**src/rtl/pmts_pkg.sv**
```systemverilog
// package for the priority message table scheduler
// holds sizes, status codes, entry/token/update structs and the controller state type
// no dependencies
`default_nettype none

package pmts_pkg;

	localparam int TABLE_DEPTH = 16;
	localparam int IDX_W       = (TABLE_DEPTH > 1) ? $clog2(TABLE_DEPTH) : 1;
	localparam int CNT_W       = $clog2(TABLE_DEPTH + 1);

	localparam int SAMPLE_W = 8;
	localparam int PRIO_W   = 10;
	localparam int AGE_W    = 8;
	localparam int HOLD_W   = 8;
	localparam int STATUS_W = 2;
	localparam int COUNT_W  = 5;

	localparam logic [AGE_W-1:0]  AGE_MAX    = '1;
	localparam logic [HOLD_W-1:0] HOLD_RESET = HOLD_W'(10);

	localparam logic [STATUS_W-1:0] STS_OK   = 2'd0;
	localparam logic [STATUS_W-1:0] STS_DUP  = 2'd1;
	localparam logic [STATUS_W-1:0] STS_FULL = 2'd2;

	localparam logic FUNC_TICK   = 1'b0;
	localparam logic FUNC_INSERT = 1'b1;

	typedef logic [IDX_W-1:0] idx_t;
	typedef logic [CNT_W-1:0] cnt_t;

	typedef struct packed {
		logic [SAMPLE_W-1:0] sample;
		logic [PRIO_W-1:0]   prio;
		logic                played;
		logic [AGE_W-1:0]    age;
	} entry_t;

	// scan token walking down the chain
	typedef struct packed {
		logic                active;
		logic                dup;
		logic                have_pick;
		logic [PRIO_W-1:0]   best;
		idx_t                pick;
		logic [SAMPLE_W-1:0] pick_sample;
		logic                have_del;
		idx_t                del;
	} tok_t;

	// update broadcast to every cell
	typedef struct packed {
		logic                en;
		logic                tick;
		logic                play;
		idx_t                play_idx;
		logic                del;
		idx_t                del_idx;
		logic                ins;
		idx_t                ins_idx;
		logic [SAMPLE_W-1:0] ins_sample;
		logic [PRIO_W-1:0]   ins_prio;
	} apply_t;

	typedef enum logic [1:0] {
		ST_IDLE,
		ST_SCAN,
		ST_APPLY
	} state_t;

endpackage

`default_nettype wire

```
**src/rtl/pmts_cell.sv**
```systemverilog
// one table cell: holds an entry, passes the scan token to its neighbour
// depends on pmts_pkg
`default_nettype none

module pmts_cell (
	input  logic                              clk,
	input  logic                              arst_n,
	input  pmts_pkg::idx_t                    idx,
	input  pmts_pkg::cnt_t                    count,
	input  logic [pmts_pkg::HOLD_W-1:0]       hold,
	input  logic [pmts_pkg::SAMPLE_W-1:0]     sid,
	input  pmts_pkg::tok_t                    tok_in,
	input  pmts_pkg::apply_t                  apply,
	input  pmts_pkg::entry_t                  nbr_upd,
	output pmts_pkg::tok_t                    tok_out,
	output pmts_pkg::entry_t                  upd
);
	import pmts_pkg::*;

	entry_t            entry_q;
	entry_t            nxt;
	logic [AGE_W-1:0]  aged;
	logic              used;
	tok_t              tok_nxt;
	tok_t              tok_pay_q;
	logic              tok_act_q;

	always_comb begin
		aged = entry_q.age;
		if (entry_q.played && (entry_q.age != AGE_MAX)) begin
			aged = entry_q.age + AGE_W'(1);
		end
		used = (CNT_W'(idx) < count);

		// ageing and play flag as the update cycle sees them
		upd = entry_q;
		if (apply.tick) begin
			upd.age = aged;
		end
		if (apply.play && (apply.play_idx == idx)) begin
			upd.played = 1'b1;
		end

		nxt = upd;
		if (apply.del && (idx >= apply.del_idx)) begin
			nxt = nbr_upd;
		end
		if (apply.ins && (apply.ins_idx == idx)) begin
			nxt.sample = apply.ins_sample;
			nxt.prio   = apply.ins_prio;
			nxt.played = 1'b0;
			nxt.age    = '0;
		end

		tok_nxt     = tok_in;
		tok_nxt.dup = tok_in.dup | (used && (entry_q.sample == sid));
		if (used && !entry_q.played && (entry_q.prio > tok_in.best)) begin
			tok_nxt.have_pick   = 1'b1;
			tok_nxt.best        = entry_q.prio;
			tok_nxt.pick        = idx;
			tok_nxt.pick_sample = entry_q.sample;
		end
		if (used && (aged > hold)) begin
			tok_nxt.have_del = 1'b1;
			tok_nxt.del      = idx;
		end
	end

	always_ff @(posedge clk) begin
		if (apply.en) begin
			entry_q <= nxt;
		end
	end

	always_ff @(posedge clk or negedge arst_n) begin
		if (!arst_n) begin
			tok_act_q <= 1'b0;
		end else begin
			tok_act_q <= tok_in.active;
		end
	end

	always_ff @(posedge clk) begin
		if (tok_in.active) begin
			tok_pay_q <= tok_nxt;
		end
	end

	always_comb begin
		tok_out        = tok_pay_q;
		tok_out.active = tok_act_q;
	end

endmodule

`default_nettype wire

```
**src/rtl/pmts_ctrl.sv**
```systemverilog
// sequencer: takes a transaction, launches the scan, applies the update, drives the result
// depends on pmts_pkg
`default_nettype none

module pmts_ctrl (
	input  logic                              clk,
	input  logic                              arst_n,
	input  logic                              req_valid,
	output logic                              req_stall,
	input  logic                              func,
	input  logic [pmts_pkg::SAMPLE_W-1:0]     sample_id,
	input  logic [pmts_pkg::PRIO_W-1:0]       priority_req,
	input  logic                              player_busy,
	input  logic                              cfg_valid,
	output logic                              cfg_ready,
	input  logic [pmts_pkg::HOLD_W-1:0]       hold_ticks,
	input  pmts_pkg::tok_t                    tok_last,
	output pmts_pkg::tok_t                    tok_first,
	output pmts_pkg::apply_t                  apply,
	output pmts_pkg::cnt_t                    count,
	output logic [pmts_pkg::SAMPLE_W-1:0]     sid,
	output logic [pmts_pkg::HOLD_W-1:0]       hold,
	output logic                              rsp_valid,
	input  logic                              rsp_stall,
	output logic                              play_valid,
	output logic [pmts_pkg::SAMPLE_W-1:0]     play_id,
	output logic [pmts_pkg::STATUS_W-1:0]     insert_status,
	output logic [pmts_pkg::COUNT_W-1:0]      entry_count
);
	import pmts_pkg::*;

	state_t                state_q, state_nxt;
	logic                  start_q;
	logic                  func_q;
	logic                  busy_q;
	logic [SAMPLE_W-1:0]   sid_q;
	logic [PRIO_W-1:0]     prio_q;
	logic [HOLD_W-1:0]     hold_q;
	tok_t                  res_q;
	cnt_t                  count_q, count_nxt;
	logic                  rsp_valid_q;
	logic                  play_valid_q;
	logic [SAMPLE_W-1:0]   play_id_q;
	logic [STATUS_W-1:0]   status_q, status_nxt;
	logic [COUNT_W-1:0]    entry_count_q;
	logic                  accept;
	logic                  go;
	logic                  full;

	assign accept = req_valid && !req_stall;
	assign full   = (count_q >= CNT_W'(TABLE_DEPTH));

	always_comb begin
		state_nxt = state_q;
		unique case (state_q)
			ST_IDLE:  if (req_valid) state_nxt = ST_SCAN;
			ST_SCAN:  if (tok_last.active) state_nxt = ST_APPLY;
			ST_APPLY: if (!rsp_valid_q || !rsp_stall) state_nxt = ST_IDLE;
			default:  state_nxt = ST_IDLE;
		endcase
	end

	always_comb begin
		req_stall = (state_q != ST_IDLE);
		go        = (state_q == ST_APPLY) && (!rsp_valid_q || !rsp_stall);
	end

	always_comb begin
		apply            = '0;
		apply.en         = go;
		apply.tick       = (func_q == FUNC_TICK);
		apply.play       = apply.tick && res_q.have_pick && !busy_q;
		apply.play_idx   = res_q.pick;
		apply.del        = apply.tick && res_q.have_del;
		apply.del_idx    = res_q.del;
		apply.ins        = (func_q == FUNC_INSERT) && !res_q.dup && !full;
		apply.ins_idx    = count_q[IDX_W-1:0];
		apply.ins_sample = sid_q;
		apply.ins_prio   = prio_q;

		count_nxt = count_q;
		if (apply.ins) begin
			count_nxt = count_q + CNT_W'(1);
		end else if (apply.del) begin
			count_nxt = count_q - CNT_W'(1);
		end

		status_nxt = STS_OK;
		if (func_q == FUNC_INSERT) begin
			if (res_q.dup) begin
				status_nxt = STS_DUP;
			end else if (full) begin
				status_nxt = STS_FULL;
			end
		end
	end

	always_comb begin
		tok_first        = '0;
		tok_first.active = start_q;
	end

	always_ff @(posedge clk or negedge arst_n) begin
		if (!arst_n) begin
			state_q     <= ST_IDLE;
			start_q     <= 1'b0;
			count_q     <= '0;
			rsp_valid_q <= 1'b0;
			hold_q      <= HOLD_RESET;
		end else begin
			state_q <= state_nxt;
			start_q <= accept;
			if (go) begin
				count_q     <= count_nxt;
				rsp_valid_q <= 1'b1;
			end else if (!rsp_stall) begin
				rsp_valid_q <= 1'b0;
			end
			if (cfg_valid && cfg_ready) begin
				hold_q <= hold_ticks;
			end
		end
	end

	always_ff @(posedge clk) begin
		if (accept) begin
			func_q <= func;
			busy_q <= player_busy;
			sid_q  <= sample_id;
			prio_q <= priority_req;
		end
		if (tok_last.active) begin
			res_q <= tok_last;
		end
		if (go) begin
			play_valid_q  <= apply.play;
			play_id_q     <= apply.play ? res_q.pick_sample : '0;
			status_q      <= status_nxt;
			entry_count_q <= COUNT_W'(count_nxt);
		end
	end

	assign cfg_ready     = 1'b1;
	assign count         = count_q;
	assign sid           = sid_q;
	assign hold          = hold_q;
	assign rsp_valid     = rsp_valid_q;
	assign play_valid    = play_valid_q;
	assign play_id       = play_id_q;
	assign insert_status = status_q;
	assign entry_count   = entry_count_q;

endmodule

`default_nettype wire

```
**src/rtl/priority_message_table_scheduler.sv**
```systemverilog
// top level of the priority message table scheduler: sequencer plus a chain of table cells
// depends on pmts_pkg, pmts_cell and pmts_ctrl
//
//  channel  | handshake            | payload
//  ---------+----------------------+------------------------------------------------
//  req      | req_valid/req_stall  | func, sample_id, priority_req, player_busy
//  rsp      | rsp_valid/rsp_stall  | play_valid, play_id, insert_status, entry_count
//  cfg      | cfg_valid/cfg_ready  | hold_ticks
//
// after acceptance the request side stays stalled while the scan runs and until the
// update is applied; the result is registered in the update cycle
// the scan token moves one cell per cycle down the chain
// reset clears the sequencer, the fill count and the token flags; the hold register returns to 10
// a stalled result waits in the output register; the next request is taken meanwhile,
// and only its update cycle waits for the output register to drain
`default_nettype none

module priority_message_table_scheduler (
	input  logic                              clk,
	input  logic                              arst_n,
	// request channel
	input  logic                              req_valid,
	output logic                              req_stall,
	input  logic                              func,
	input  logic [pmts_pkg::SAMPLE_W-1:0]     sample_id,
	input  logic [pmts_pkg::PRIO_W-1:0]       priority_req,
	input  logic                              player_busy,
	// result channel
	output logic                              rsp_valid,
	input  logic                              rsp_stall,
	output logic                              play_valid,
	output logic [pmts_pkg::SAMPLE_W-1:0]     play_id,
	output logic [pmts_pkg::STATUS_W-1:0]     insert_status,
	output logic [pmts_pkg::COUNT_W-1:0]      entry_count,
	// configuration channel
	input  logic                              cfg_valid,
	output logic                              cfg_ready,
	input  logic [pmts_pkg::HOLD_W-1:0]       hold_ticks
);
	import pmts_pkg::*;

	tok_t                 tok   [TABLE_DEPTH+1];  // tok[i] enters cell i
	entry_t               upd   [TABLE_DEPTH];
	logic [TABLE_DEPTH-1:0] tok_act;
	apply_t               apply;
	cnt_t                 count;
	logic [SAMPLE_W-1:0]  sid;
	logic [HOLD_W-1:0]    hold;

	// sequencer and output register
	pmts_ctrl u_ctrl (
		.clk           (clk),
		.arst_n        (arst_n),
		.req_valid     (req_valid),
		.req_stall     (req_stall),
		.func          (func),
		.sample_id     (sample_id),
		.priority_req  (priority_req),
		.player_busy   (player_busy),
		.cfg_valid     (cfg_valid),
		.cfg_ready     (cfg_ready),
		.hold_ticks    (hold_ticks),
		.tok_last      (tok[TABLE_DEPTH]),
		.tok_first     (tok[0]),
		.apply         (apply),
		.count         (count),
		.sid           (sid),
		.hold          (hold),
		.rsp_valid     (rsp_valid),
		.rsp_stall     (rsp_stall),
		.play_valid    (play_valid),
		.play_id       (play_id),
		.insert_status (insert_status),
		.entry_count   (entry_count)
	);

	// chain of cells: the token runs from cell 0 upwards, removal shifts entries downwards
	for (genvar i = 0; i < TABLE_DEPTH; i++) begin : g_cell
		entry_t nbr;

		if (i == TABLE_DEPTH - 1) begin : g_end
			// the top cell has no upper neighbour; its contents fall out of range on removal
			assign nbr = upd[i];
		end else begin : g_mid
			assign nbr = upd[i+1];
		end

		pmts_cell u_cell (
			.clk     (clk),
			.arst_n  (arst_n),
			.idx     (IDX_W'(i)),
			.count   (count),
			.hold    (hold),
			.sid     (sid),
			.tok_in  (tok[i]),
			.apply   (apply),
			.nbr_upd (nbr),
			.tok_out (tok[i+1]),
			.upd     (upd[i])
		);

		assign tok_act[i] = tok[i+1].active;
	end

	// only one scan token is ever in flight
	a_one_token: assert property (@(posedge clk) disable iff (!arst_n)
		$onehot0(tok_act))
		else $error("more than one scan token in the chain");

	// fill count stays within the table
	a_count_range: assert property (@(posedge clk) disable iff (!arst_n)
		count <= CNT_W'(TABLE_DEPTH))
		else $error("entry count beyond table depth");

	// an accepted transaction keeps the request side stalled on the next cycle
	a_busy_after_accept: assert property (@(posedge clk) disable iff (!arst_n)
		(req_valid && !req_stall) |=> req_stall)
		else $error("request accepted while a transaction is still in progress");

	// a play result never carries an insert status
	a_play_vs_status: assert property (@(posedge clk) disable iff (!arst_n)
		(rsp_valid && play_valid) |-> (insert_status == STS_OK))
		else $error("play result with a non-zero insert status");

	// update cycle only happens with the scan finished and the output register free
	a_apply_free: assert property (@(posedge clk) disable iff (!arst_n)
		apply.en |-> !(rsp_valid && rsp_stall))
		else $error("table update while the result is still held");

endmodule

`default_nettype wire
```
**config.mk**
```make
export PLATFORM = sky130hd
export DESIGN_NAME = priority_message_table_scheduler
export DESIGN_NICKNAME = d
export VERILOG_FILES = /design/src/rtl/pmts_pkg.sv /design/src/rtl/pmts_cell.sv /design/src/rtl/pmts_ctrl.sv /design/src/rtl/priority_message_table_scheduler.sv
export SDC_FILE = /design/constraint.sdc
export NUM_CORES = 2
export LEC_CHECK = 0
export BUFFER_PORTS_ARGS = -buffer_cell sky130_fd_sc_hd__buf_2
export CAP_MARGIN = 30
export CELL_PAD_IN_SITES_DETAIL_PLACEMENT = 0
export CELL_PAD_IN_SITES_GLOBAL_PLACEMENT = 1
export CORE_ASPECT_RATIO = 0.7
export CORE_MARGIN = 10
export CORE_UTILIZATION = 45
export CTS_CLUSTER_SIZE = 8
export DETAILED_ROUTE_END_ITERATION = 6
export GPL_ROUTABILITY_DRIVEN = 0
export PLACE_DENSITY_LB_ADDON = 0.1
export SLEW_MARGIN = 15
export SYNTH_ARGS = -nofsm -noshare
export SYNTH_HDL_FRONTEND = slang
export SYNTH_SLANG_ARGS = --single-unit
```
**constraint.sdc**
```tcl
create_clock -name clk -period 19.4 [get_ports clk]
set_clock_uncertainty 0.05 [all_clocks]
set_input_delay 5.82 -clock clk [delete_from_list [all_inputs] [get_ports clk]]
set_output_delay 5.82 -clock clk [all_outputs]
set_load 0.1 [all_outputs]
```
==> impl_results.md <==
* Run status: completed
* DP Wirelength at 105 mm
* Worst slew pin tran at 1.03 ns
* Ordered cell list for the critical path: buf_2 -> nand2_1 -> nand2b_1 -> buf_4 -> inv_6 -> buf_4 -> and2_1
* Final Max Tran Viols at 0
* Area post-placement at 0.0529 mm²
* # DRC at 0
* Syn Area/Cell at 12.7 µm²
* Clk pwr share at 0.451
* DRT antenna net count at 0
* Wire per inst at 25.9 µm
* Routed WL at 146 mm
* Share of cells above drive strength 1 at 0.160
* Port bufs at 50
* Largest net degree at the start of global routing at 68
* Crit-path max FO at 67
* Worst Hold Slack at 0.325 ns
* Vias in the first global route at 32000
* Asr flop ratio synth at 0.0350
* Min-delay src: g_cell[12].u_cell.tok_act_q
* Main flop type after synthesis: edfxtp_1
* Reg2Reg Depth at 6
* Internal at 3770 µW
* Area Growth Syn to Fin at 12.0%
* Data arrival time of the worst path at 8.28 ns
* Syn_nets at 4311
* Hold Violations, Final at 0
* Fillers at 9702
* #FFs+latches synth at 944
* Die Ht at 301 µm
* Drt pass-1 iters at 6
* Worst-path clk slew at 0.05 ns
* Ranking of synthesized cells by area: edfxtp_1, ha_1, mux2_2, a22o_1, xor2_1
* Flop pwr share at 0.478
* CTS buffer count at 136
* Grt total ovfl at 0
* Min-Delay Path Class: reg2reg
* Vias/cell at 5.91
* Pwr per Cell Area at 86.3 mW/mm²
* Hold path cells at 0
* Max Freq at 126 MHz
* Top cell by count, worst path: buf_4
* Synth warnings at 0
* Commonest cells post-synth: edfxtp_1, ha_1, mux2_2
* TNS Setup at 0 ns
* Clock Path Buffers at 3
* FP Rows at 102
* Synth top area share at 0.540
* Cell Area, Synth at 0.0507 mm²
* Max Cap Viol at 0
* Core Area at 0.111 mm²
* Most common cell in the synthesized netlist: edfxtp_1
* Min-Delay Endpoint: g_cell[13].u_cell.tok_act_q
* Period utilization at 0.411
* First-pass GRT wire length at 216 mm
* Initial DRC Count at 3453
* Worst setup SP type: input pin
* RSZ-0062 raised after global routing: false
* Cells after Synth at 3979
* Vias at 33300
* CTS root buf: clkbuf_16
* NetSw at 1130 µW
* Initial core utilization at 0.456
* Cell taking the most area after synthesis: edfxtp_1
* Part of the power in combinational logic at 0.071
* Critical path class: in2reg
* Top Ports at 52
* CP required at 19.71 ns
* Max transition margin at 0.310
* Tmin final at 7.97 ns
* RR Startpoint: u_ctrl.func_q
* CTS tree: done
* Clock sinks at 944
* Gr usage total at 0.225
* Peak supply drop at 0.0878 mV
* Register area share after synthesis at 0.556
* CTS HTree Levels at 4
* Hold buffer count at CTS at 0
* Sw Share at 0.231
* Post-synth EDFFs at 911
* Nets at 4422
* Clock Latency Late Sink at 0.75 ns
* Synth cell types at 79
* Total Die Area at 0.127 mm²
* R2R Path End: g_cell[3].u_cell.upd[21]
* Finished Cell Area at 0.0568 mm²
* Core Util, Final at 0.511
* Initial antenna violation count at 1
* # setup viols final at 0
* Reg-to-reg setup timing slack at 15.31 ns
* Post-CTS Setup Bufs at 0
* Critical Path Sink Type: register
* Pleak at 0.0212 µW
* Slowest stage delay, CP at 0.79 ns
* Crit-path slowest cell: and2_1
* Post-cts sizing count at 0
* Die outline width at 421 µm
[kinds of logic (layout without fill, tap and decap cells)]
logic type               Yosys count  count (layout)  share of synthesized area
buffers and inverters            375             525                     0.0316
other                              1               3                  0.0000740
flip-flops                       944             944                      0.556
XOR/XNOR                         254             254                     0.0439
multiplexers                     368             368                     0.0814
AO/OA/AOI/OAI                    795             795                      0.115
adder cells (fa/ha/maj)          299             299                     0.0738
AND/OR/NAND/NOR                  943             943                     0.0984
[per-layer routing]
metal	track usage	wire, µm	up-vias
met5	0	0	-
met4	0.0665	3480	0
met3	0.0387	10400	202
met2	0.315	59500	1223
met1	0.351	72800	16500
li1	-	-	15400
[critical path, delay by kind of cell]
kind	cells	cell delay [ns]
buffers and inverters	4	1.45
AND/OR/NAND/NOR	3	0.96
[state kept, by name (all words and copies together) (netlist names), 8 cells and up]
name,flops
g_cell.u_cell.tok_act_q,16
u_ctrl.hold,8
u_ctrl.res_q,11
u_ctrl.apply,8
g_cell.u_cell.entry_q,144
u_ctrl.prio_q,10
u_ctrl.sid,8
g_cell.u_cell.tok_out,424
g_cell.u_cell.upd,288
u_ctrl.play_id,8
[how the worst max path moves through the flow]
stage | startpoint | endpoint
3_5_place_dp | rsp_stall | g_cell[3].u_cell.upd[18]
6_report | rsp_stall | g_cell[3].u_cell.upd[21]
3_3_place_gp | rsp_stall | g_cell[3].u_cell.upd[12]
5_1_grt | rsp_stall | g_cell[3].u_cell.upd[21]
4_1_cts | rsp_stall | g_cell[3].u_cell.upd[21]
2_1_floorplan | rsp_stall | g_cell[1].u_cell.upd[10]
[layout make-up]
type | instances | area [µm²] | area share
inverters | 190 | 718 | 0.0126
clock inverters | 8 | 120 | 0.00212
repair buffers | 158 | 1150 | 0.0203
well taps | 1508 | 1890 | 0.0332
flip-flops and latches | 944 | 28200 | 0.496
diodes | 2 | 5.00 | 0.0000882
multi-input cells | 2660 | 21000 | 0.370
clock buffers | 169 | 3700 | 0.0651
[cells in the final DEF, fill, tap and decap left out, types with 10 or more instances in the layout]
cell         n
inv_1      189
edfxtp_1   911
ha_1       299
a41o_1      11
nand2_1    220
nor2_2      12
o22ai_1    127
o21ai_1     14
o21bai_1    24
clkbuf_1    25
a211oi_1    10
nor2_1     128
a21oi_1     95
buf_8       10
nand4_1     70
nand3_1    101
and2_1      91
dfrtp_1     28
buf_2       51
nor3_1      40
mux2_2     261
and3_1      35
mux2_1      35
nand2b_1    88
a22o_1     255
buf_4       94
xor2_1     145
mux2i_1     57
a21o_1      54
a31oi_1     12
nor4_1      23
o21a_1      26
clkbuf_16  144
xnor2_1    109
mux2_4      15
and4_1      31
o21ai_0     80
or2_2       19
nor2b_1     50
[metrics by stage]
step	setup slack, ns	power [µW]	std cells
2_1_floorplan	7.55	2590	3979
5_1_grt	11.22	5060	5637
6_report	11.43	4900	5639
4_1_cts	11.42	4940	5632
3_3_place_gp	10.69	2720	5439
3_5_place_dp	10.65	2730	5455
[power groups by stage]
stage	Clock [µW]	Combinational (µW)	Sequential, µW
2_1_floorplan	0	216	2370
3_3_place_gp	0	340	2380
3_5_place_dp	0	346	2380
4_1_cts	2250	349	2350
5_1_grt	2330	382	2350
6_report	2210	347	2350
Note: power is estimated with default switching activity, not from simulation.
